**config.mk**
```make
export PLATFORM = sky130hd
export DESIGN_NAME = cpa_cell
export DESIGN_NICKNAME = d
export VERILOG_FILES = /design/src/rtl/contiguous_page_allocator_unit_assert.svh /design/src/rtl/cpa_pkg.sv /design/src/rtl/cpa_cell.sv
export SDC_FILE = /design/constraint.sdc
export NUM_CORES = 1
export LEC_CHECK = 0
export BUFFER_PORTS_ARGS = -buffer_cell sky130_fd_sc_hd__buf_2
export CAP_MARGIN = 10
export CORE_MARGIN = 5
export CORE_UTILIZATION = 41
export CTS_CLUSTER_DIAMETER = 120
export DETAILED_ROUTE_END_ITERATION = 10
export HOLD_SLACK_MARGIN = 0.05
export MAX_ROUTING_LAYER = met4
export PLACE_DENSITY = 0.76
export SLEW_MARGIN = 20
export SYNTH_ARGS = -nofsm -noshare
export SYNTH_HDL_FRONTEND = slang
export SYNTH_SLANG_ARGS = --single-unit
```
**constraint.sdc**
```tcl
create_clock -name clk -period 2.41 [get_ports clk]
set_clock_uncertainty 0.2 [all_clocks]
set_input_delay 0.241 -clock clk [delete_from_list [all_inputs] [get_ports clk]]
set_output_delay 0.241 -clock clk [all_outputs]
set_load 0.01 [all_outputs]
```
**src/rtl/contiguous_page_allocator_unit_assert.svh**
```systemverilog
// Assertion macros used by the contiguous page allocator top level.
`ifndef CONTIGUOUS_PAGE_ALLOCATOR_UNIT_ASSERT_SVH
`define CONTIGUOUS_PAGE_ALLOCATOR_UNIT_ASSERT_SVH

// Condition a at a clock edge requires condition c at the same edge.
`define CPA_ASSERT_IMPLY(label, clk, rst, a, c) \
  label: assert property (@(posedge clk) disable iff (rst) (a) |-> (c)) \
    else $error("allocator check failed");

// Condition a at a clock edge requires condition c at the next edge.
`define CPA_ASSERT_NEXT(label, clk, rst, a, c) \
  label: assert property (@(posedge clk) disable iff (rst) (a) |=> (c)) \
    else $error("allocator check failed");

`endif

```
**src/rtl/cpa_pkg.sv**
```systemverilog
// Types and constants of the contiguous page allocator.
`default_nettype none

package cpa_pkg;

  // Widths of the request and response fields.
  localparam int unsigned KIND_W  = 1;
  localparam int unsigned COUNT_W = 9;
  localparam int unsigned PAGE_W  = 8;
  localparam int unsigned TOTAL_W = 9;

  // Request kinds.
  typedef enum logic [KIND_W-1:0] {
    KIND_ALLOC = 1'b0,
    KIND_FREE  = 1'b1
  } cpa_kind_t;

  // Controls that the sequencer drives to every cell at once.
  typedef struct packed {
    cpa_kind_t kind;
    logic      clr;
  } cpa_bcast_t;

endpackage

`default_nettype wire

```
**src/rtl/cpa_cell.sv**
```systemverilog
// One page cell: holds the page's free bit and forwards the scan token.
`default_nettype none

module cpa_cell
  import cpa_pkg::*;
#(
  parameter int unsigned IDX = 0,
  parameter int unsigned CW  = 9,
  parameter int unsigned PW  = 8,
  parameter int unsigned RW  = 10
) (
  input  wire logic          clk,
  input  wire logic          rst,
  input  wire cpa_bcast_t    bcast,
  input  wire logic [RW-1:0] need,
  input  wire logic [RW-1:0] lo,
  input  wire logic [RW-1:0] hi,
  input  wire logic          in_valid,
  input  wire logic [CW-1:0] in_run,
  input  wire logic          in_found,
  input  wire logic [PW-1:0] in_idx,
  input  wire logic [CW-1:0] in_add,
  output logic               out_valid,
  output logic [CW-1:0]      out_run,
  output logic               out_found,
  output logic [PW-1:0]      out_idx,
  output logic [CW-1:0]      out_add
);

  logic          page_free;
  logic          in_range;
  logic [CW-1:0] run_next;
  logic          hit;
  logic          newly_freed;

  // Range check against this cell's fixed page number, run length, hit and newly freed flag.
  always_comb begin
    in_range    = (RW'(IDX) >= lo) && (RW'(IDX) < hi);
    run_next    = page_free ? in_run + CW'(1) : '0;
    hit         = !in_found && (RW'(run_next) == need);
    newly_freed = (bcast.kind == KIND_FREE) && in_range && !page_free;
  end

  // Free bit: set as a free token passes, cleared by the range clear.
  always_ff @(posedge clk) begin
    if (rst) begin
      page_free <= 1'b0;
    end else if (bcast.clr && in_range) begin
      page_free <= 1'b0;
    end else if (in_valid && (bcast.kind == KIND_FREE) && in_range) begin
      page_free <= 1'b1;
    end
  end

  // Token valid moves one cell per cycle.
  always_ff @(posedge clk) begin
    if (rst) begin
      out_valid <= 1'b0;
    end else begin
      out_valid <= in_valid;
    end
  end

  // Token payload: run length, first hit and count of newly freed pages.
  always_ff @(posedge clk) begin
    out_run   <= run_next;
    out_found <= in_found || hit;
    out_idx   <= hit ? PW'(IDX) : in_idx;
    out_add   <= in_add + CW'(newly_freed);
  end

endmodule

`default_nettype wire
```
* Word-level counts from Yosys, hierarchy flattened *
Cells that the tools add are included.

storage, ports and cells
  input bits = 62
  register bits after elaboration = 29
  RAM bits = 0
  bits in latches = 0
  output and inout port bits = 28
  memories kept = 0
  memory bits (read-only) = 0

cells by class
  shifts and indexed selects = 0
  muxes and demuxes = 1
  bitwise operators = 0
  magnitude comparators = 2
  equality and inequality tests = 1
  $mul = 0
  $add $sub $neg = 2
  reduce and logical (&&, ||, !) cells = 11
  div/mod/pow operators = 0

operator list
  kind                 count
  $eq 9x10->1          1
  $ge 1x10->1 const A  1
  $lt 1x10->1 const A  1
  $add 9x1->9          1
  $add 9x1->9 const B  1
  $mux 9               1
  $logic_and 1x1->1    7
  $logic_not 1->1      2
  $reduce_or 2->1      1
  $logic_or 1x1->1     1

* Longest topological paths before layout *
Gate-level depths: netlist (run 1).

  word-level depth = 5
  depth in mapped cells = 9
  gate-level depth less buffers = 9

* Worst setup path after synthesis (run 1) *
OpenSTA, ideal clock, no wires.

  kind = in2reg
  start point = input in_run[0]
  end point = register out_idx[0]
  arrival = 1.596 ns
  library setup time = 0.132 ns
  stages = 7
  buffers on the path = 0
  data required time = 2.078 ns
  slack = 0.482 ns
  cells stage by stage = ha_1 -> nand4_1 -> or3_1 -> a21oi_2 -> xor2_1 -> and4bb_4 -> a21boi_2

between the ends
  word-level cells in the longest chain between the ends = 4

ends and longest elaborated chain
  item                    RTL line        source
  start: declaration      cpa_cell.sv:19  input wire logic [CW-1:0] in_run,
  $add 9x1->9             cpa_cell.sv:39  run_next = page_free ? in_run + CW'(1) : '0;
  $mux 9                  cpa_cell.sv:39
  net run_next[8]         cpa_cell.sv:32  logic [CW-1:0] run_next;
  $eq 9x10->1             cpa_cell.sv:40  hit = !in_found && (RW'(run_next) == need);
  $logic_and 1x1->1       cpa_cell.sv:40
  end signal: assignment  cpa_cell.sv:68  out_idx <= hit ? PW'(IDX) : in_idx;
  end: declaration        cpa_cell.sv:26  output logic [PW-1:0] out_idx,

The timed path passes the listed nets, and every way through them passes these cells.
A chain may end at the register's enable or synchronous reset.

* Worst setup path in the final report (run 1) *
Ends and elaborated chain as after synthesis.

==> results list, run 1 <==
- After technology mapping, the gate count stands at 126.
* Final wirelength: 3760 um
- The number of antenna diodes in the final layout is 0.
- Worst setup SP type: primary input
- Number of synthesized register bits: 29
* Area share of the largest cell type after synthesis: 0.441
- The worst-case IR drop observed on VDD is 217 uV.
- The library cells used most frequently in the layout, excluding fill and tap cells, are sky130_fd_sc_hd__buf_2 (89), sky130_fd_sc_hd__dfxtp_1 (29), sky130_fd_sc_hd__dlygate4sd3_1 (25).
- Netlist area before placement: 1320 um^2
* Growth of design area from synthesis to finish: 64.1%
- The count of endpoints failing hold in the final timing report is 0.
* Critical Setup Path Class: primary input to flip-flop
- Global routing finished with a remaining overflow of 0.
- For this run, the top clock speed supported by timing is 0.431 GHz.
- Leaving out fill and tap cells, the most frequent cell in the layout is sky130_fd_sc_hd__buf_2.
- Clock root buffer master: sky130_fd_sc_hd__clkbuf_4
- Total number of nets in the final design: 312
- Final number of max-transition violations: 0
- Topmost layer with routed signal wires: met4
* Number of global-route vias before repair: between 1k and 1.5k
- TritonCTS built the clock tree.
- Sort of element at the end of the critical path: flip-flop
- In this run, distinct cell masters in the synthesized netlist total 37.
- The congestion estimate from routability-driven global placement came to 0.858.
- Number of levels in the clock H-tree: 2
- Power density of the placed cells: 465 nW/um^2
* Net Count, Synth: roughly 190
- Final hold analysis gives a worst-case slack of 0.0746 ns.
- Setup total negative slack on the finished layout was measured at 0 ns.
* Setup repair after global routing missed its margin: false
- In the global route stage, overall resource usage came out at 0.179.
- Mean area per synthesized cell: roughly 10 um^2
* Core region area: 3080 um^2
- Length of the first detailed-routing pass in iterations: 4
- TritonCTS buffer count: 5
* Placed Cells: ~260
- Setup violators final: 0
- Die Area: 4450 um^2
- Row Count: 20
- Among all stages on the critical path, the largest delay is contributed by sky130_fd_sc_hd__dlygate4sd3_1.
- Setup slack on the worst reg-to-reg path comes out at between 0.3 and 0.4 ns.
- M1 wire length: 1520 um
- Maximum single-stage delay on the critical path: between 0.5 and 0.6 ns
* Wire length on met3: 301 um
- During placement, the flow inserted port buffers numbering 89.
- Ordered cell list for the critical path: dlygate4sd3_1 -> buf_2 -> ha_4 -> nand4_1 -> or3_1 -> a21oi_2 -> xor2_1 -> and4bb_4 -> a21boi_2
* Fillcell total: 249
* Final critical path time including I/O delays and setup: 2.32 ns
- The clock drives 29 sinks.
- Sorting the synthesized cells by area gives the leading types as sky130_fd_sc_hd__dfxtp_1 (44%), sky130_fd_sc_hd__a21boi_2 (6.8%), sky130_fd_sc_hd__xor2_1 (5.3%), sky130_fd_sc_hd__xnor2_1 (4.7%), sky130_fd_sc_hd__nand3_1 (3.4%).
* Static leakage: 0.00103 uW
- Tightest Pin Transition: 0.398 ns
- Number of DRC markers in iteration 0: 41
- The later pin in the worst-skew pair is clocked with a latency of 0.31 ns.
- Cell type contributing the most total cell area after synthesis: sky130_fd_sc_hd__dfxtp_1
* Area taken by multi-input logic gates: between 700 and 800 um^2
* Global-route wire length before repair: 5820 um
- Final non-filler cell total: roughly 290
* Routed wire length on met2: approximately 1900 um
- Critical Path RT: 2.40 ns
* Clock transition time at the flip-flop clock pins of the worst setup and hold paths: roughly 0.090 ns
* Yosys warns: 0
- The share of the Yosys chip area taken by registers is 0.441.
* Sequential cell area in the final layout: around 580 um^2
- The path class of the tightest hold or removal check is primary input to flip-flop.
- The initial antenna violation count was 0.
* Vias per Instance: 4.65
- Max-slew headroom: 0.734
- After detailed routing, the average wire length per cell comes to 12.9 um.
- The flow ran to the end, and the final reports show no timing, DRC or antenna violations.
* Signal arrival time at the worst endpoint: 2.31 ns
* Highest fanout seen on the critical path: 8
- After detailed routing, the number of remaining DRC violations is 0.
- Die width: about 67 um
- In this run the deepest clock path goes through 2 buffers.
- Entering global routing, the biggest net connects 15 pins.
* Vias after detailed routing: 1,357
- During I/O placement, the number of pins put on the boundary was 90.
* Post-DP HPWL: 2730 um
- Across the run, the number of max-cap violations was 0.
- The initial utilization of the core area, before any placement, comes to 0.428.
- Dividing the final minimum period by the clock period gives 0.962.
* Final design utilization: 0.702
* Final antenna-violating net count: 0
- Post-layout total power: 1010 uW
* Die span in y: 66.7 um
- Of the cells placed in the final design, the portion with a size suffix greater than 1 is 0.476.
==> per-stage QoR <==
step / area, um^2 / setup slack [ns]
6_report: 2160 / 0.0925
5_1_grt: 2160 / 0.0350
4_1_cts: 2120 / 0.0405
3_5_place_dp: 1810 / 0.173
3_3_place_gp: 1810 / 0.217
2_1_floorplan: 1320 / 0.482
==> layer usage <==
layer,GRT usage,vias to the layer above
li1,-,696
met1,0.189,606
met2,0.322,53
met3,0.0506,2
met4,0.0533,0
met5,-,-
==> critical path: cells and delay by family <==
family | cells | cell delay, ns
and+or+nand+nor | 3 | 0.86
buffers and inverters | 2 | 0.70
AOI/OAI and AO/OA | 2 | 0.25
xor gates and xnor gates | 1 | 0.10
adders and majority gates | 1 | 0.17
==> power by group <==
part	internal, uW	switching (uW)	total, uW
Clock	169	154	323
Combinational	108	76.0	184
Sequential	496	3.53	499
Total	772	234	1010
==> synth_stat cells, drive strengths merged <==
master	instances
and3	2
ha	3
or4b	1
nand2	7
dfxtp	29
a21boi	8
inv	3
nor2b	2
o211ai	1
and4bb	1
xnor3	1
nor4	5
nand3	10
and2	3
a41o	1
a221oi	1
buf	1
o21a	1
a31o	1
nor3	2
mux2i	2
o31a	1
nor2	10
xor2	9
xnor2	7
nand4	2
o21ai	3
a21oi	1
or3	1
nand2b	3
nand3b	1
or2	1
a31oi	2
==> final timing paths <==
kind	startpoint	end	cells after the start
worst max-delay path	in_run[0]	out_idx[0]$_SDFF_PP0_	9
worst min-delay path	in_run[3]	out_run[3]$_DFF_P_	3
worst max register to register	page_free$_SDFFE_PP0P_	out_idx[0]$_SDFF_PP0_	6
worst min register to register	page_free$_SDFFE_PP0P_	out_run[1]$_DFF_P_	1
==> sequential cells by signal, indices dropped and copies added (netlist names) <==
signal and count:
page_free 1, out_run 9, out_add 9, out_idx 8
out_valid 1, out_found 1
==> cells by family (layout without fill, tap and decap cells) <==
| family | count (synthesis) | after routing | share of synthesized area |
|---|---|---|---|
| flops | 29 | 29 | 0.441 |
| compound gates | 20 | 21 | 0.146 |
| mux | 2 | 2 | 0.0152 |
| fa+ha+maj | 3 | 3 | 0.0285 |
| simple gates | 51 | 51 | 0.228 |
| buf+inv | 4 | 125 | 0.0123 |
| xor+xnor | 17 | 17 | 0.129 |
==> repair_timing <==
action                                  CTS  global route
buffers inserted                          0             0
endpoints found under the setup margin    0             9
hold buffers                             24             1
gates resized for setup                   0             3
hold endpoints to repair                 22             1
==> final cells by class <==
cell class,instances,share of cell area
timing repair buffer,114,0.322
inverter,3,0.00521
clock buffer,7,0.0301
tap,44,0.0255
multi-input combinational,94,0.347
sequential,29,0.269
clock inverter,1,0.00231
No activity file was read; power rests on OpenSTA's default activity.
==> run 2: changes to the inputs <==
- BUFFER_PORTS_ARGS: -buffer_cell sky130_fd_sc_hd__buf_2 -> -buffer_cell sky130_fd_sc_hd__clkbuf_2
==> run 2 against run 1 <==
  * Design area up 0.35%
  * Die area did not move
  * Sequential share of layout area is essentially flat
  * Global-route usage is 1.4 points higher
  * Sequential power hardly changed
  * Highest routed layer unchanged
  * Worst setup slack better by 0.037 ns
  * Wire length did not move
  * Maximum frequency grew 1.6%
  * First-iteration DRC count increased by 66%
  * Combinational power hardly changed
  * Critical path depth down 1
  * Via count fell by 1.5%
==> results list, run 2 (synthesis gave the netlist of run 1 again) <==
- Fraction of power consumed by the clock network: 0.294 (-0.027)
* Number of levels in the clock H-tree: 2 (unchanged)
- The total congestion overflow was 0 (unchanged).
- Initial Utilization: 0.428 (unchanged)
- The total power is 969 uW (-3.6%).
- Highest clock rate: 0.439 GHz (+1.6%)
- Highest fanout seen on the critical path: 8 (unchanged)
- The fraction of power consumed by sequential logic is 0.517 (+0.021).
- Length of the first detailed-routing pass in iterations: 4 (unchanged)
- Leading cell types in the layout, fill and taps excluded: sky130_fd_sc_hd__clkbuf_2 (89), sky130_fd_sc_hd__dfxtp_1 (28), sky130_fd_sc_hd__dlygate4sd3_1 (27)
* Hold Path End: out_run[3]$_DFF_P_
* Die Area: 4450 um^2 (unchanged)
* Reg2reg end: out_add[4]$_DFF_P_
- The routed length per instance was 12.8 um (-0.68%).
- The number of nets in the layout came to 315 (+0.96%).
* Layout cell share with drive strength beyond 1: 0.476 (about the same)
- Compared with the post-synthesis result, the final layout area differs by 64.7%.
- The final-report setup violation count is 0 (unchanged).
- The cell depth of the worst flop-to-flop path is 7 (+1).
* Global-route wire length before repair: 6230 um (+7.1%)
* Vias after detailed routing: 1,337 (-1.5%)
* Die span in y: 66.7 um (unchanged)
- STA classifies the critical path endpoint as a flip-flop.
- The flow ran to the end, and the final reports show no timing, DRC or antenna violations.
- Number of global-route vias before repair: 1,422 (-1.8%)
- Most common library cell in the layout ignoring fill and taps: sky130_fd_sc_hd__clkbuf_2
- The maximum buffer depth of the clock tree came to 2 (unchanged).
- The final antenna diode count came to 0 (unchanged).
* Internal Power: 740 uW (-4.2%)
- Maximum single-stage delay on the critical path: 0.52 ns (about the same)
- The I/O pin count was 90 (unchanged).
* Switching share of power: 0.237 (+0.00448)
* Path type of the worst min-delay path: primary input to flip-flop
- The final wirelength came to 3760 um (unchanged).
* Register-to-register path setup slack: 0.20 ns (-0.14 ns)
- Port-buffer cells: 89 (unchanged)
* Overall track demand over capacity in global routing: 0.192 (+0.0136)
* Slowest-stage cell, CP: sky130_fd_sc_hd__dlygate4sd3_1
- The CTS sink count was 29 (unchanged).
- Final cycle utilization of the critical path: 0.946 (-0.0154)
- Setup repair after global routing missed its margin: false
- Startpoint of the most critical hold path: in_run[3]
* DRC violations left: 0 (unchanged)
- Final critical path time including I/O delays and setup: 2.28 ns (-0.0371 ns)
* Hold path depth: 3 (unchanged)
- Critical Path RT: 2.40 ns (about the same)
- Tightest Pin Transition: 0.425 ns (+0.0265 ns)
* Worst supply voltage drop on vdd: 192 uV (-11%)
- Final number of max-transition violations: 0 (unchanged)
- The overall die width is 66.7 um (unchanged).
* Ordered cell list for the critical path: dlygate4sd3_1 -> clkbuf_2 -> nand3_4 -> o31a_2 -> o21ai_1 -> xor2_1 -> and4bb_4 -> a21boi_2
- The count of endpoints failing hold in the final timing report came to 0 (unchanged).
* Insertion delay to the later sink of the worst-skew pair: 0.31 ns (about the same)
* Maximum number of pins on one net before global-route repair: 10 (-5)
- The critical path in this run is classified as primary input to flip-flop.
- Worst R2R Start: page_free$_SDFFE_PP0P_
- The number of standard-cell rows in the floorplan is 20 (unchanged).
- The total half-perimeter wirelength after legalization and detailed placement is 2690 um (-1.3%).
- The routability congestion estimate from global placement was 0.849 (-1.0%).
- Vias per Instance: 4.55 (-2.1%)
- Max-slew headroom: 0.715 (-0.0186)
- TritonCTS buffer count: 5 (unchanged)
- Total net switching power: 230 uW (-1.8%)
- Maxcap violations: 0 (unchanged)
- The total power density per cell area came to 447 nW/um^2 (-4.0%).
- The largest registers in the layout are out_add: 9 flops, out_run: 9 flops, out_idx: 8 flops.
- The final-layout setup total negative slack is 0 ns (unchanged).
* Clock transition time at the flip-flop clock pins of the worst setup and hold paths: 0.08 ns (about the same)
* Worst setup SP type: primary input
* Number of DRC markers in iteration 0: 68 (+66%)
- The total core area is 3080 um^2 (unchanged).
* Static leakage: 0.00104 uW (+1.4%)
- Final antenna-violating net count: 0 (unchanged)
- The initial antenna violation count is 0 (unchanged).
* Part of the power in combinational logic: 0.189 (+0.006)
* Clock root buffer master: sky130_fd_sc_hd__clkbuf_4
* Signal arrival time at the worst endpoint: 2.27 ns (-0.04 ns)
* CTS tree: done
[run 2: cell types whose count changed in the layout (fill, tap and decap cells not counted), moves of 2 or more]
cell and change:
sky130_fd_sc_hd__clkbuf_2 +89, sky130_fd_sc_hd__buf_4 +2, sky130_fd_sc_hd__buf_2 -89, sky130_fd_sc_hd__dlygate4sd3_1 +2
[run 2: worst max-delay path, delay by kind of cell]
family | cells | cell delay [ns]
buffers and inverters | 2 | 0.66
AOI/OAI and AO/OA | 3 | 0.66
xor gates and xnor gates | 1 | 0.22
and+or+nand+nor | 2 | 0.48
[run 2: final cells by class]
| cell class | count | area, um^2 |
|---|---|---|
| fill | 254 | 908 |
| clock buffer | 7 | 55.1 |
| inverter | 3 | 11.3 |
| multi-input combinational | 93 | 736 |
| sequential | 29 | 582 |
| timing repair buffer | 118 | 731 |
| tap | 44 | 55.1 |
[run 2: worst max path at each step]
stage	startpoint	endpoint	slack, ns	cells after the start
2_1_floorplan	in_run[0]	out_idx[0]$_SDFF_PP0_	0.48	7
3_3_place_gp	lo[8]	out_add[8]$_DFF_P_	0.24	10
3_5_place_dp	in_run[0]	out_idx[5]$_SDFF_PP0_	0.20	8
4_1_cts	lo[8]	out_add[4]$_DFF_P_	0.12	10
5_1_grt	lo[9]	out_add[4]$_DFF_P_	0.01	10
6_report	in_run[4]	out_idx[5]$_SDFF_PP0_	0.13	8
[run 2: per-layer routing]
layer / track usage / share of wire / vias to the layer above
met5: - / 0 / -
met4: 0.0736 / 0.021 / 0
met3: 0.0489 / 0.070 / 9
met2: 0.332 / 0.50 / 54
met1: 0.212 / 0.41 / 581
li1: - / - / 693
[run 2: power by group through the flow]
stage          clock network [uW]  registers [uW]  logic, uW
4_1_cts                       298             500        181
6_report                      285             501        183
5_1_grt                       325             503        202
3_3_place_gp                    0             511        146
2_1_floorplan                   0             520       52.2
3_5_place_dp                    0             511        147
[run 2: stage by stage]
stage | cells | worst slack [ns] | hold WS, ns | utilization | area, um^2
3_5_place_dp | 259 | 0.204 | 0.223 | 0.591 | 1820
3_3_place_gp | 259 | 0.241 | 0.222 | 0.591 | 1820
6_report | 294 | 0.130 | 0.0777 | 0.705 | 2170
4_1_cts | 293 | 0.122 | 0.0573 | 0.697 | 2150
5_1_grt | 294 | 0.0132 | 0.0894 | 0.705 | 2170
2_1_floorplan | 126 | 0.482 | 0.113 | - | 1320
[run 2: repair_timing]
item	4_1_cts	5_1_grt
gates resized for setup	0	4
setup endpoints to repair	0	2
hold buffers	27	0
buffers inserted	0	1
endpoints found under the hold margin	23	0
